File: src/rtl/core/dffd_pkg.sv
// ----------------------------------------------------------------------------
// dffd_pkg
// Shared types and constants for the dual force frame decoder: frame
// header codes, framer states, the frame handoff struct and Q24.8 limits.
// ----------------------------------------------------------------------------
package dffd_pkg;

	// Frame header and checksum seed
	localparam logic [7:0] HDR_FIRST     = 8'hAB;
	localparam logic [7:0] HDR_SECOND    = 8'hCD;
	localparam logic [7:0] SUM_SEED      = HDR_FIRST + HDR_SECOND;
	localparam int         PAYLOAD_BYTES = 8;
	localparam int         IDX_W         = $clog2(PAYLOAD_BYTES + 1);
	localparam int         SLOT_W        = $clog2(PAYLOAD_BYTES);

	// Deadband reset value: 100.0 in Q24.8
	localparam logic [30:0] DEADBAND_RESET = 31'd25600;

	// Q24.8 limits
	localparam logic signed [31:0] Q_MAX = 32'sh7FFF_FFFF;
	localparam logic signed [31:0] Q_MIN = 32'sh8000_0000;

	// Biased exponents that bound the single to Q24.8 conversion
	localparam logic [7:0] EXP_UNITY = 8'd142;  // significand lands exactly on Q24.8
	localparam logic [7:0] EXP_TOP   = 8'd150;  // largest exponent that may still fit
	localparam logic [7:0] EXP_FLOOR = 8'd118;  // at or below this, all bits shift out
	localparam logic [7:0] EXP_SPEC  = 8'hFF;   // infinity and NaN

	// Framer states, one-hot
	typedef enum logic [2:0] {
		ST_HUNT    = 3'b001,
		ST_HDR2    = 3'b010,
		ST_PAYLOAD = 3'b100
	} sync_state_t;

	// A checked frame handed from the framer to the pipeline
	typedef struct packed {
		logic        valid;
		logic [31:0] word0;
		logic [31:0] word1;
	} frame_t;

endpackage

File: src/rtl/core/dffd_conv.sv
// ----------------------------------------------------------------------------
// dffd_conv
// Converts one IEEE single to signed Q24.8, truncating toward zero and
// saturating on overflow, infinity or NaN, then applies the deadband.
// ----------------------------------------------------------------------------
module dffd_conv
	import dffd_pkg::*;
(
	input  logic [31:0]        word,
	input  logic [30:0]        threshold,
	output logic signed [31:0] force_q
);

	logic        neg;
	logic [7:0]  ex;
	logic [31:0] sig;
	logic        sat;
	logic [31:0] mag;
	logic [31:0] val;
	logic [31:0] abs_val;

	assign neg = word[31];
	assign ex  = word[30:23];
	assign sig = {8'd0, 1'b1, word[22:0]};

	// Align the significand to the Q24.8 point
	always_comb begin
		sat = 1'b0;
		mag = '0;
		if (ex == EXP_SPEC || ex > EXP_TOP) begin
			sat = 1'b1;
		end else if (ex <= EXP_FLOOR) begin
			mag = '0;
		end else if (ex >= EXP_UNITY) begin
			mag = sig << 4'(ex - EXP_UNITY);
		end else begin
			mag = sig >> 5'(EXP_UNITY - ex);
		end
	end

	// Apply sign and saturate to the 32-bit range
	always_comb begin
		if (sat) begin
			val = neg ? Q_MIN : Q_MAX;
		end else if (neg) begin
			val = (mag > 32'h8000_0000) ? Q_MIN : (32'd0 - mag);
		end else begin
			val = mag[31] ? Q_MAX : mag;
		end
	end

	// Deadband on magnitude; the most negative value has magnitude 2^31
	assign abs_val = val[31] ? (32'd0 - val) : val;
	assign force_q = (abs_val < {1'b0, threshold}) ? 32'sd0 : $signed(val);

endmodule

File: src/rtl/core/dffd_framer.sv
// ----------------------------------------------------------------------------
// dffd_framer
// Byte-level frame sync: hunts the two header bytes, stores eight payload
// bytes, checks the running sum and hands a good frame to the pipeline.
// ----------------------------------------------------------------------------
module dffd_framer
	import dffd_pkg::*;
(
	input  logic       clk,
	input  logic       arst_n,
	input  logic       byte_take,
	input  logic [7:0] rx_byte,
	output frame_t     frame
);

	sync_state_t      state_q;
	logic [IDX_W-1:0] idx_q;
	logic [7:0]       sum_q;
	logic [7:0]       store_q [PAYLOAD_BYTES];
	logic             last_byte;

	assign last_byte = (idx_q == IDX_W'(PAYLOAD_BYTES));

	// Sync state, index and running sum
	always_ff @(posedge clk or negedge arst_n) begin
		if (!arst_n) begin
			state_q <= ST_HUNT;
			idx_q   <= '0;
			sum_q   <= '0;
		end else if (byte_take) begin
			unique case (state_q)
				ST_HUNT: begin
					if (rx_byte == HDR_FIRST) state_q <= ST_HDR2;
				end
				ST_HDR2: begin
					if (rx_byte == HDR_SECOND) begin
						state_q <= ST_PAYLOAD;
						idx_q   <= '0;
						sum_q   <= SUM_SEED;
					end else begin
						state_q <= ST_HUNT;
					end
				end
				ST_PAYLOAD: begin
					if (last_byte) begin
						state_q <= ST_HUNT;
						idx_q   <= '0;
					end else begin
						sum_q <= sum_q + rx_byte;
						idx_q <= idx_q + 1'b1;
					end
				end
				default: state_q <= ST_HUNT;
			endcase
		end
	end

	// Payload bytes; the checksum byte is not stored
	always_ff @(posedge clk) begin
		if (byte_take && state_q == ST_PAYLOAD && !last_byte) begin
			store_q[idx_q[SLOT_W-1:0]] <= rx_byte;
		end
	end

	// Frame handoff on a checksum match
	assign frame.valid = byte_take && state_q == ST_PAYLOAD && last_byte && rx_byte == sum_q;
	assign frame.word0 = {store_q[3], store_q[2], store_q[1], store_q[0]};
	assign frame.word1 = {store_q[7], store_q[6], store_q[5], store_q[4]};

endmodule

File: src/rtl/core/dual_force_frame_decoder.sv
// ----------------------------------------------------------------------------
// dual_force_frame_decoder
// Decodes framed pairs of single-precision forces into hand count, force
// and turn values in signed Q24.8.
// ----------------------------------------------------------------------------
// Path: a checked frame is registered, converted, then combined.
// Throughput: one byte per cycle; the three-stage pipeline (frame, convert,
// combine) never holds the input except under output stall.
// Reset: asynchronous, active low; clears framer sync, pipeline valids and
// loads the deadband register with 100.0 (25600 in Q24.8).
// ----------------------------------------------------------------------------
module dual_force_frame_decoder
	import dffd_pkg::*;
(
	input  logic               clk,
	input  logic               arst_n,
	input  logic               cfg_wr_en,
	input  logic [30:0]        cfg_wr_data,
	input  logic               in_valid,
	output logic               in_stall,
	input  logic [7:0]         rx_byte,
	output logic               out_valid,
	input  logic               out_stall,
	output logic [1:0]         hand_count,
	output logic signed [31:0] force_value,
	output logic signed [31:0] turn_value
);

	logic [30:0]        thr_q;
	frame_t             frame;
	logic               byte_take;
	logic               v_s1;
	logic [31:0]        w0_s1;
	logic [31:0]        w1_s1;
	logic               v_s2;
	logic signed [31:0] f1_s2;
	logic signed [31:0] f2_s2;
	logic signed [31:0] f1_c;
	logic signed [31:0] f2_c;
	logic               out_ready;
	logic               ready_s2;
	logic               ready_s1;
	logic [1:0]         hands_c;
	logic signed [31:0] force_c;
	logic signed [31:0] turn_c;
	logic signed [32:0] diff;
	logic signed [32:0] sum_s;
	logic [32:0]        a1;
	logic [32:0]        a2;
	logic [33:0]        sum_a;
	logic signed [32:0] half_s;
	logic signed [31:0] turn_sat;
	logic               z1;
	logic               z2;

	// Deadband register
	always_ff @(posedge clk or negedge arst_n) begin
		if (!arst_n) begin
			thr_q <= DEADBAND_RESET;
		end else if (cfg_wr_en) begin
			thr_q <= cfg_wr_data;
		end
	end

	// Pipeline flow control
	assign out_ready = !out_valid || !out_stall;
	assign ready_s2  = !v_s2 || out_ready;
	assign ready_s1  = !v_s1 || ready_s2;
	assign in_stall  = !ready_s1;
	assign byte_take = in_valid && ready_s1;

	dffd_framer u_framer (
		.clk       (clk),
		.arst_n    (arst_n),
		.byte_take (byte_take),
		.rx_byte   (rx_byte),
		.frame     (frame)
	);

	// Stage 1: checked frame words
	always_ff @(posedge clk or negedge arst_n) begin
		if (!arst_n) begin
			v_s1 <= 1'b0;
		end else if (ready_s1) begin
			v_s1 <= frame.valid;
		end
	end

	always_ff @(posedge clk) begin
		if (ready_s1 && frame.valid) begin
			w0_s1 <= frame.word0;
			w1_s1 <= frame.word1;
		end
	end

	dffd_conv u_conv0 (
		.word      (w0_s1),
		.threshold (thr_q),
		.force_q   (f1_c)
	);

	dffd_conv u_conv1 (
		.word      (w1_s1),
		.threshold (thr_q),
		.force_q   (f2_c)
	);

	// Stage 2: converted forces
	always_ff @(posedge clk or negedge arst_n) begin
		if (!arst_n) begin
			v_s2 <= 1'b0;
		end else if (ready_s2) begin
			v_s2 <= v_s1;
		end
	end

	always_ff @(posedge clk) begin
		if (ready_s2 && v_s1) begin
			f1_s2 <= f1_c;
			f2_s2 <= f2_c;
		end
	end

	// Combine the two forces
	assign z1     = (f1_s2 == 32'sd0);
	assign z2     = (f2_s2 == 32'sd0);
	assign diff   = 33'(f1_s2) - 33'(f2_s2);
	assign sum_s  = 33'(f1_s2) + 33'(f2_s2);
	assign a1     = f1_s2[31] ? (33'd0 - 33'(f1_s2)) : 33'(f1_s2);
	assign a2     = f2_s2[31] ? (33'd0 - 33'(f2_s2)) : 33'(f2_s2);
	assign sum_a  = {1'b0, a1} + {1'b0, a2};
	// Truncate toward zero: bump odd negative sums before the shift
	assign half_s = (sum_s + 33'(sum_s[32] & sum_s[0])) >>> 1;
	assign turn_sat = (diff[32] != diff[31]) ? (diff[32] ? Q_MIN : Q_MAX) : diff[31:0];

	always_comb begin
		if (z1 && z2) begin
			hands_c = 2'd0;
			force_c = 32'sd0;
			turn_c  = 32'sd0;
		end else if (z1 || z2) begin
			hands_c = 2'd1;
			force_c = z2 ? f1_s2 : f2_s2;
			turn_c  = turn_sat;
		end else if (f1_s2[31] != f2_s2[31]) begin
			hands_c = 2'd2;
			force_c = (sum_a[33:1] > 33'(Q_MAX)) ? Q_MAX : $signed(sum_a[32:1]);
			turn_c  = turn_sat;
		end else begin
			hands_c = 2'd2;
			force_c = half_s[31:0];
			turn_c  = 32'sd0;
		end
	end

	// Result register
	always_ff @(posedge clk or negedge arst_n) begin
		if (!arst_n) begin
			out_valid <= 1'b0;
		end else if (out_ready) begin
			out_valid <= v_s2;
		end
	end

	always_ff @(posedge clk) begin
		if (out_ready && v_s2) begin
			hand_count  <= hands_c;
			force_value <= force_c;
			turn_value  <= turn_c;
		end
	end

endmodule

File: config.mk
export PLATFORM = sky130hd
export DESIGN_NAME = dual_force_frame_decoder
export DESIGN_NICKNAME = d
export VERILOG_FILES = /design/src/rtl/core/dffd_pkg.sv /design/src/rtl/core/dffd_conv.sv /design/src/rtl/core/dffd_framer.sv /design/src/rtl/core/dual_force_frame_decoder.sv
export SDC_FILE = /design/constraint.sdc
export NUM_CORES = 1
export LEC_CHECK = 0
export ABC_AREA = 0
export BUFFER_PORTS_ARGS = -buffer_cell sky130_fd_sc_hd__buf_2
export CAP_MARGIN = 0
export CORE_MARGIN = 2
export CORE_UTILIZATION = 47
export CTS_CLUSTER_DIAMETER = 60
export DETAILED_ROUTE_END_ITERATION = 8
export PLACE_DENSITY = 0.69
export REMOVE_ABC_BUFFERS = 1
export SYNTH_ARGS = -nofsm -noshare
export SYNTH_HDL_FRONTEND = slang
export SYNTH_SLANG_ARGS = --single-unit
File: constraint.sdc
create_clock -name clk -period 9.2 [get_ports clk]
set_input_delay 1.84 -clock clk [delete_from_list [all_inputs] [get_ports clk]]
set_output_delay 1.84 -clock clk [all_outputs]
set_load 0.01 [all_outputs]
Word level (Yosys, flattened, before mapping):

Memory sizes are Yosys's and may differ from the RTL's. A register that Yosys moved wholly into a read port is not among the register bits.
Index checks and enable logic that the tools add are counted.

* memory bits (writable): 64
* bits in read-only memories: 0
* latch bits: 0
* bits of input ports: 44
* memories: 1
* output and inout port bits: 68
* bits in registers: 179

Memory list
* u_framer.store_q: depth 8, width 8, rd ports 8, clocked after memory_dff 8, write ports 1, line dffd_framer.sv:19 `logic [7:0] store_q [PAYLOAD_BYTES];`

* multipliers: 0
* reductions and logical operators: 27
* equal/unequal tests: 15
* bitwise logic cells: 1
* div/mod/pow operators: 0
* magnitude comparators: 11
* $add $sub $neg: 16
* muxes and demuxes: 43
* shift-type cells: 4

Operators by type and width (count)
* $mux W32: 24
* $sub A1 B32 Y32 const A: 4
* $mux W33: 2
* $sub A1 B32 Y33 const A: 2
* $gt A32 B32 Y1 const B: 2
* $logic_not A32 Y1: 2
* $lt A32 B31 Y1: 2
* $shl A24 B4 Y32: 2
* $shr A24 B5 Y32: 2
* $mux W31: 2
* $add A33 B33 Y34: 1
* $add A32 B32 Y33: 1
* $add A33 B1 Y33: 1
* $gt A33 B31 Y1 const B: 1
* $sub A32 B32 Y33: 1
* $eq A8 B8 Y1 const B: 4
* $ge A8 B8 Y1 const B: 2
* $gt A8 B8 Y1 const B: 2
* $le A8 B7 Y1 const B: 2
* $mux W8: 2
* $pmux W8 S2: 1
* $sub A4 B5 Y5 const A: 2
* $logic_and A1 B1 Y1: 9
* $mux W3: 3
* other kinds (22): 41

Depth between registers and ports, before layout:

Gate-level depths: netlist (run 1).

* depth after elaboration: 12
* depth in mapped cells: 43
* mapped depth without buffers: 34

By module:

From an unflattened synthesis (run 1), not the netlist that was laid out.

* cell total of the unflattened synthesis: 3638
* area, all modules: 32414.8 µm²

By module, submodules not included
* dual_force_frame_decoder: sequential area each 6680.2 µm², cells each 1572, area each 15613.7 µm², times used 1
* dffd_conv at u_conv1: sequential area each 0.0 µm², cells each 957, area each 7038.0 µm², times used 1
* dffd_conv at u_conv0: sequential area each 0.0 µm², cells each 923, area each 6713.9 µm², times used 1
* dffd_framer: sequential area each 2298.5 µm², cells each 186, area each 3049.2 µm², times used 1

Worst setup path after synthesis (run 1):

Ideal clock, no wire load.

* path kind: in2reg
* start: input port rx_byte[2]
* end: register v_s1
* arrival time: 9260 ps
* setup slack: -163 ps
* cell stages on the path: 5
* data required time: 9097 ps
* library setup time: 103 ps
* cells stage by stage: ha_1 > nor4_1 > nand4_1 > nor4_1 > or2_2

* word-level cells in the longest chain between the ends: 2

Ends and longest elaborated chain
* from (decl): line dual_force_frame_decoder.sv:21 `input logic [7:0] rx_byte,`
* $eq A8 B8 Y1: line dffd_framer.sv:66 `assign frame.valid = byte_take && state_q == ST_PAYLOAD && last_byte && rx_byte == sum_q;`
* $logic_and A1 B1 Y1: line dffd_framer.sv:66
* to (signal assigned): line dual_force_frame_decoder.sv:85 `v_s1 <= frame.valid;`
* to (decl): line dual_force_frame_decoder.sv:32 `logic v_s1;`

No other way between the ends.
A chain may end at the register's enable or synchronous reset.

Worst setup path after layout (run 1):

* start: register w0_s1[23] (read register of u_framer.store_q)
* end: register f1_s2[14], data pin

* word-level cells in the longest chain between the ends: 12
* elaborated cells between the ends (all ways): 22
* those cells by class: add/sub (4); order compare (5); eq/ne (1); shift (2); mux (9); reduce/logical (1)

Ends and longest elaborated chain
* from (decl): line dual_force_frame_decoder.sv:33 `logic [31:0] w0_s1;`
* $sub A4 B5 Y5 or $sub A4 B4 Y4 (tied branches): line dffd_conv.sv:37, dffd_conv.sv:35
* $shr A24 B5 Y32 or $shl A24 B4 Y32 (tied branches): line dffd_conv.sv:37, dffd_conv.sv:35
* $mux W32: line dffd_conv.sv:34 `end else if (ex >= EXP_UNITY) begin`
* $mux W32: line dffd_conv.sv:32 `end else if (ex <= EXP_FLOOR) begin`
* $mux W32: line dffd_conv.sv:30 `if (ex == EXP_SPEC || ex > EXP_TOP) begin`
* $sub A1 B32 Y32 or $gt A32 B32 Y1 (tied branches): line dffd_conv.sv:46 `val = (mag > 32'h8000_0000) ? Q_MIN : (32'd0 - mag);`
* $mux W32: line dffd_conv.sv:46
* $mux W32: line dffd_conv.sv:45 `end else if (neg) begin`
* $mux W32 *: line dffd_conv.sv:43 `if (sat) begin`
* $sub A1 B32 Y32: line dffd_conv.sv:53 `assign abs_val = val[31] ? (32'd0 - val) : val;`
* $mux W32: line dffd_conv.sv:53
* $lt A32 B31 Y1: line dffd_conv.sv:54 `assign force_q = (abs_val < {1'b0, threshold}) ? 32'sd0 : $signed(val);`
* to (signal assigned): line dual_force_frame_decoder.sv:119 `f1_s2 <= f1_c;`
* to (decl): line dual_force_frame_decoder.sv:36 `logic signed [31:0] f1_s2;`

Every way passes the cells marked *; elsewhere a longest branch is shown, timed or not.

==> impl_metrics.csv, run 1 <==
group,metric,value,unit
worst_setup_path,cp-start-kind,"register",
timing,skew,0.0393,ns
clock_network,clk-insertion-delay-late,0.57,ns
timing,slew_viol_final,0,
clock_network,cts_sinks,307,
route,vias_per_cell,6.32,
route,route.detailed.wl_per_inst,21.6,um
worst_setup_path,cp.arrival,8.95,ns
placed_design,place_ws,0.675,ns
timing,rsz0062_at_grt,"false",
final_layout,drive_gt1_share,15.4,%
final_layout,final_cell_mix,"nor2_1, nand2_1, edfxtp_1",
timing,hold_viol,0,
clock_network,cts_buffers,36,
worst_setup_path,cp-startpoint,"w0_s1[23]",
route,drtPass1Iterations,8,
pwr,power.density,93.4,mW/mm2
clock_network,root_buffer,"clkbuf_16",
clock_network,cts_buffer_depth,3,
global_route,grt_start_max_net_pins,67,
global_route,overflow,0,
route,postRouteAntennaNets,0,
floorplanning,initial_core_util,47.4,%
global_route,grt_use_total,26.6,%
logic_synthesis,synth_cell_types,130,
worst_setup_path,end_kind,"register",
logic_synthesis,synth-warning-count,0,
global_route,grt_pass1_wl,144,mm
clock_network,htreeDepth,2,
clock_network,hold_buffers,0,
worst_hold_path,hold_path_class,"register to register",
timing,post-route-worst-setup-slack,0.542,ns
worst_setup_path,cp_max_fo,13,
run,maxCapViolCount,0,
final_layout,fin_area,0.0335,mm2
logic_synthesis,ys.flop_type,"edfxtp_1",
clock_network,path_clk_slew,0.06,ns
placed_design,placedCellCount,4227,
pwr,p_total,0.00313,W
floorplanning,fp-row-count,94,
worst_hold_path,hold_start,"u_framer.store_q[7][3]",
placed_design,dpl.hpwl,72.3,mm
worst_setup_path,slowest_stage,"nor4_4",
placed_design,gp_congestion,0.970,
placed_design,io_buffers,111,
final_layout,final_common_cell,"nor2_1",
worst_setup_path,cp_data_required_time,9.50,ns
timing,tightest_slew,1.22,ns
timing,max-slew-margin-rel,18.0,%
final_layout,syn_to_final_growth,7.73,%
final_layout,final_nets,3630,
logic_synthesis,syn_area,0.0311,mm2
final_layout,fin_cells,4294,
global_route,grt_pass1_vias,24800,
floorplanning,die-height,261,um
route,vias,27100,
route,finalWirelength,92.8,mm
logic_synthesis,synth_async_sr_flop_share,16.0,%
clock_network,postCtsSetupBuffers,0,
timing,finalSetupViolCount,0,
worst_setup_path,critPathBufInv,4,
worst_setup_path,critPathKind,"register to register",
placed_design,dpl_cell_area,0.0322,mm2
timing,period_share,94.1,%
floorplanning,core-area,0.0656,mm2
pwr,max-vdd-ir-drop,0.000236,V
logic_synthesis,synth_seq_cells,307,
timing,fmax,116,MHz
worst_setup_path,slowest_delay,0.58,ns
worst_setup_path,worstReg2RegStart,"w0_s1[23]",
timing,fin_setup_tns,0,ns
logic_synthesis,synth.avg_cell_area,9.15,um2
global_route,antenna_found_initial,2,
route,drc,0,
timing,finalCriticalPeriod,8.66,ns
logic_synthesis,postSynthCellCount,3398,
route,drt_iter0_drc,2808,
floorplanning,fp.dieW,261,um
floorplanning,die-area,0.0682,mm2
logic_synthesis,ys_seq_area_share,28.9,%
run_status,status,"finished, final reports clean",
clock_network,cts_tree,"done",
logic_synthesis,synth_edf_count,258,
worst_setup_path,crit_family,"compound AO/OA/AOI/OAI gates",
pwr,p_leak,12.9,nW
floorplanning,io_pins,112,
## worst paths after layout
check	end	slack, ns	cells after the start
max	f1_s2[14]	0.54	33
min	w1_s1[27]	0.39	0
max reg2reg	f1_s2[14]	0.54	33
min reg2reg	w1_s1[27]	0.39	0
max in group asynchronous	u_framer.sum_q[3]	7.21	2
min in group asynchronous	u_framer.state_q[1]	1.45	2
## power breakdown
part | total (W) | internal [W] | switching, W
clock network | 0.00144 | 0.000859 | 0.000577
registers | 0.00152 | 0.00152 | 0.00000685
logic | 0.000168 | 0.0000575 | 0.000111
## layer usage
layer / GRT usage (%) / vias up / share of wire [%]
li1: - / 12900 / -
met1: 36.0 / 12900 / 43
met2: 44.2 / 1118 / 47
met3: 2.74 / 188 / 6.4
met4: 9.44 / 2 / 3.6
met5: 0 / - / 0.014
## through the flow
step | util [%] | hold WS, ns
2_1_floorplan | - | 0.400
3_3_place_gp | 49.1 | 0.401
3_5_place_dp | 49.1 | 0.405
4_1_cts | 51.0 | 0.388
5_1_grt | 51.0 | 0.401
6_report | 51.0 | 0.388
## cell usage after synthesis (14+ instances only)
library cell | count | area share, %
o21ai_0 | 181 | 2.9
buf_6 | 16 | 0.58
a221o_1 | 28 | 0.90
o211ai_1 | 21 | 0.51
a211oi_1 | 24 | 0.58
nand4_1 | 59 | 1.2
edfxtp_1 | 258 | 25
ha_1 | 180 | 7.2
mux2_2 | 22 | 0.80
clkbuf_1 | 124 | 1.5
o31ai_1 | 29 | 0.70
a21o_1 | 62 | 1.5
o22ai_1 | 19 | 0.38
a221oi_1 | 22 | 0.62
nor3_1 | 86 | 1.4
or2_2 | 32 | 0.64
nor2b_1 | 31 | 0.62
inv_1 | 146 | 1.8
nor2_2 | 22 | 0.44
and3_1 | 36 | 0.72
a21boi_0 | 15 | 0.36
nand3_1 | 70 | 1.1
buf_2 | 40 | 0.64
nor2_1 | 278 | 3.4
a22oi_1 | 18 | 0.43
nor4_1 | 24 | 0.48
dfrtp_1 | 45 | 3.6
xnor2_1 | 187 | 5.3
o21a_1 | 14 | 0.34
nand2b_1 | 48 | 0.97
o221ai_1 | 17 | 0.48
or3_1 | 26 | 0.52
a31o_2 | 35 | 0.99
mux4_2 | 101 | 7.3
mux2i_1 | 109 | 3.5
a21oi_1 | 214 | 3.4
buf_4 | 18 | 0.43
nand2_1 | 275 | 3.3
xor2_1 | 62 | 1.7
o21bai_1 | 29 | 0.70
and2_1 | 27 | 0.54
a31oi_1 | 54 | 1.1
## state kept, by name (all words and copies together) (netlist names)
name	count
f1_s2	32
f2_s2	32
force_value	32
hand_count	2
out_valid	1
thr_q	31
turn_value	32
u_conv0.word	2
u_framer.idx_q	4
u_framer.state_q	3
u_framer.store_q	64
u_framer.sum_q	8
v_s1	1
v_s2	1
w0_s1	30
w1_s1	32
## logic make-up (layout without fill, tap and decap cells)
family	count (synthesis)	in the layout	synth area share [%]
AO/OA/AOI/OAI	953	954	21.4
XOR/XNOR	256	256	7.38
adder cells (fa/ha/maj)	184	184	7.50
buffers and inverters	364	393	5.21
flip-flops	307	307	28.9
multiplexers	233	233	11.7
other	1	3	0.0121
AND/OR/NAND/NOR	1100	1100	18.0
## area by class of cell
cell class / count / area, um2
fillers: 6120 / 32100
multi-input cells: 2729 / 20600
flip-flops and latches: 307 / 8980
well taps: 864 / 1080
clock buffers: 50 / 1050
repair buffers: 176 / 1040
inverters: 152 / 571
clock inverters: 15 / 165
diodes: 1 / 2.50
## repair_timing
item	CTS	global route
setup endpoints to repair	0	42
resized for setup	0	3
endpoints found under the hold margin	0	0
Note: power is estimated with default switching activity, not from simulation.
==> run 2, diff against run 1 <==
RECOVER_POWER = 50   (was not set)
REMOVE_ABC_BUFFERS = not set   (was 1)
==> run 2 against run 1 <==
  * The run now ends with capacitance limit, slew limit left
  * Die area is the same
  * Final area shrank 0.70%
  * Sequential power is essentially flat
  * Core utilization shrank 0.36 points
  * Setup slack gained 0.10 ns
  * Fmax grew 1.2%
  * Total power shrank 3.4%
==> impl_metrics.csv, run 2 (synthesis results as in run 1) <==
group,metric,value,unit
run_status,status,"finished with violations",
run_status,violations,"capacitance limit, slew limit",
worst_setup_path,slowest_stage,"xnor2_2",
global_route,grt_use_total,26.6,%
timing,hold_viol,0,
route,drc,0,
timing,skew,0.0432,ns
worst_setup_path,critPathBufInv,3,
pwr,p_switching,0.000679,W
floorplanning,fp.dieW,261,um
global_route,grt_pass1_wl,144,mm
timing,slew_viol_final,244,
worst_setup_path,ff2ff_setup_slack,0.65,ns
pwr,p_leak,12.7,nW
placed_design,placedCellCount,4213,
route,postRouteAntennaNets,0,
route,route.detailed.wl_per_inst,21.6,um
clock_network,cts_buffer_depth,3,
clock_network,hold_buffers,0,
timing,max-slew-margin-rel,-156,%
timing,fin_hold_ws,0.409,ns
clock_network,htreeDepth,2,
placed_design,io_buffers,111,
floorplanning,io_pins,112,
route,finalWirelength,92.4,mm
clock_network,path_clk_slew,0.06,ns
pwr,pwr-share-comb,5.5,%
global_route,overflow,0,
timing,finalSetupViolCount,0,
final_layout,fin_cells,4277,
final_layout,final_nets,3616,
route,drtPass1Iterations,6,
clock_network,clk-insertion-delay-late,0.57,ns
final_layout,syn_to_final_growth,6.97,%
global_route,grt_start_max_net_pins,70,
worst_setup_path,worstReg2RegStart,"w0_s1[23]",
pwr,switching_share,22.5,%
worst_setup_path,r2r_cells,33,
worst_setup_path,end_kind,"register",
timing,period_share,93.0,%
pwr,clkPwrFrac,44.1,%
pwr,max-vdd-ir-drop,0.000156,V
worst_hold_path,hold_start,"u_framer.store_q[6][7]",
clock_network,cts_buffers,36,
floorplanning,die-area,0.0682,mm2
route,vias_per_cell,6.32,
pwr,p_seq_share,50.5,%
worst_setup_path,critPathKind,"register to register",
route,vias,27000,
floorplanning,die-height,261,um
floorplanning,fp-row-count,94,
global_route,grt_pass1_vias,25100,
worst_setup_path,cp_data_required_time,9.49,ns
worst_setup_path,cp.arrival,8.84,ns
clock_network,root_buffer,"clkbuf_16",
clock_network,cts_tree,"done",
placed_design,gp_congestion,0.983,
run,maxCapViolCount,4,
floorplanning,core-area,0.0656,mm2
final_layout,drive_gt1_share,14.6,%
global_route,antenna_found_initial,0,
worst_setup_path,slowest_delay,0.75,ns
route,drt_iter0_drc,3356,
timing,tightest_slew,3.84,ns
floorplanning,initial_core_util,47.4,%
worst_setup_path,cp-start-kind,"register",
placed_design,dpl.hpwl,72.2,mm
pwr,power.density,90.9,mW/mm2
pwr,p_int,0.00234,W
worst_hold_path,min_to,"w1_s1[23]",
worst_setup_path,r2r_end,"f1_s2[8]",
final_layout,final_cell_mix,"nor2_1, nand2_1, edfxtp_1",
clock_network,cts_sinks,307,
worst_hold_path,hold_path_class,"register to register",
final_layout,diodes,0,
worst_setup_path,cp_max_fo,21,
timing,finalCriticalPeriod,8.55,ns
final_layout,final_common_cell,"nor2_1",
worst_setup_path,crit_family,"compound AO/OA/AOI/OAI gates",
worst_hold_path,hold_depth,0,
timing,fmax,117,MHz
final_layout,largest_reg_flops,64,
==> run 2: cell count changes in the layout (fill, tap and decap cells not counted), moves of 4 or more <==
cell,before,now
buf_2,111,101
buf_4,65,47
clkbuf_1,7,23
clkbuf_8,5,1
==> run 2: timing repair <==
action / in CTS / in global routing
hold endpoints to repair: 0 / 0
buffers inserted: 0 / 0
resized for setup: 0 / 6
endpoints found under the setup margin: 0 / 48
==> run 2: stage by stage <==
| stage | setup WS [ns] | power (W) | utilization [%] | cell area [um2] | TNS, ns |
|---|---|---|---|---|---|
| 2_1_floorplan | 1.34 | 0.00165 | - | 31100 | 0 |
| 3_3_place_gp | 0.767 | 0.00171 | 48.9 | 32100 | 0 |
| 3_5_place_dp | 0.623 | 0.00171 | 48.9 | 32100 | 0 |
| 4_1_cts | 0.591 | 0.00305 | 50.6 | 33200 | 0 |
| 5_1_grt | -0.0182 | 0.00313 | 50.7 | 33200 | -0.0182 |
| 6_report | 0.647 | 0.00302 | 50.7 | 33200 | 0 |
==> run 2: area by class of cell <==
cell class | count | area (um2)
Fill cell | 6187 | 32400
Multi-Input combinational cell | 2729 | 20600
Sequential cell | 307 | 8980
Tap cell | 864 | 1080
Clock buffer | 47 | 952
Timing Repair Buffer | 162 | 918
Inverter | 152 | 571
Clock inverter | 16 | 150
==> run 2: worst max-delay path by stage <==
stage                          from        end  slack [ns]  cells after the start
after floorplan           w1_s1[23]   f2_s2[2]        1.34                     36
after CTS                 w1_s1[23]   f2_s2[1]        0.59                     32
final                     w0_s1[23]   f1_s2[8]        0.65                     33
after global placement    w1_s1[23]   f2_s2[1]        0.77                     32
after detailed placement  w1_s1[23]   f2_s2[1]        0.62                     32
after global routing      w1_s1[23]  f2_s2[31]       -0.02                     33
==> run 2: power by group through the flow <==
stage               Combinational [W]  Clock, W  Sequential [W]
floorplan                    0.000102         0         0.00155
global placement             0.000159         0         0.00155
detailed placement           0.000162         0         0.00155
CTS                          0.000163   0.00136         0.00152
global route                 0.000185   0.00142         0.00153
finish                       0.000165   0.00133         0.00152
==> run 2: routing by layer <==
layer	global-route usage, %	share of wire (%)
met5	0	0
met4	9.20	3.4
met3	3.02	6.7
met2	43.3	46
met1	36.8	44
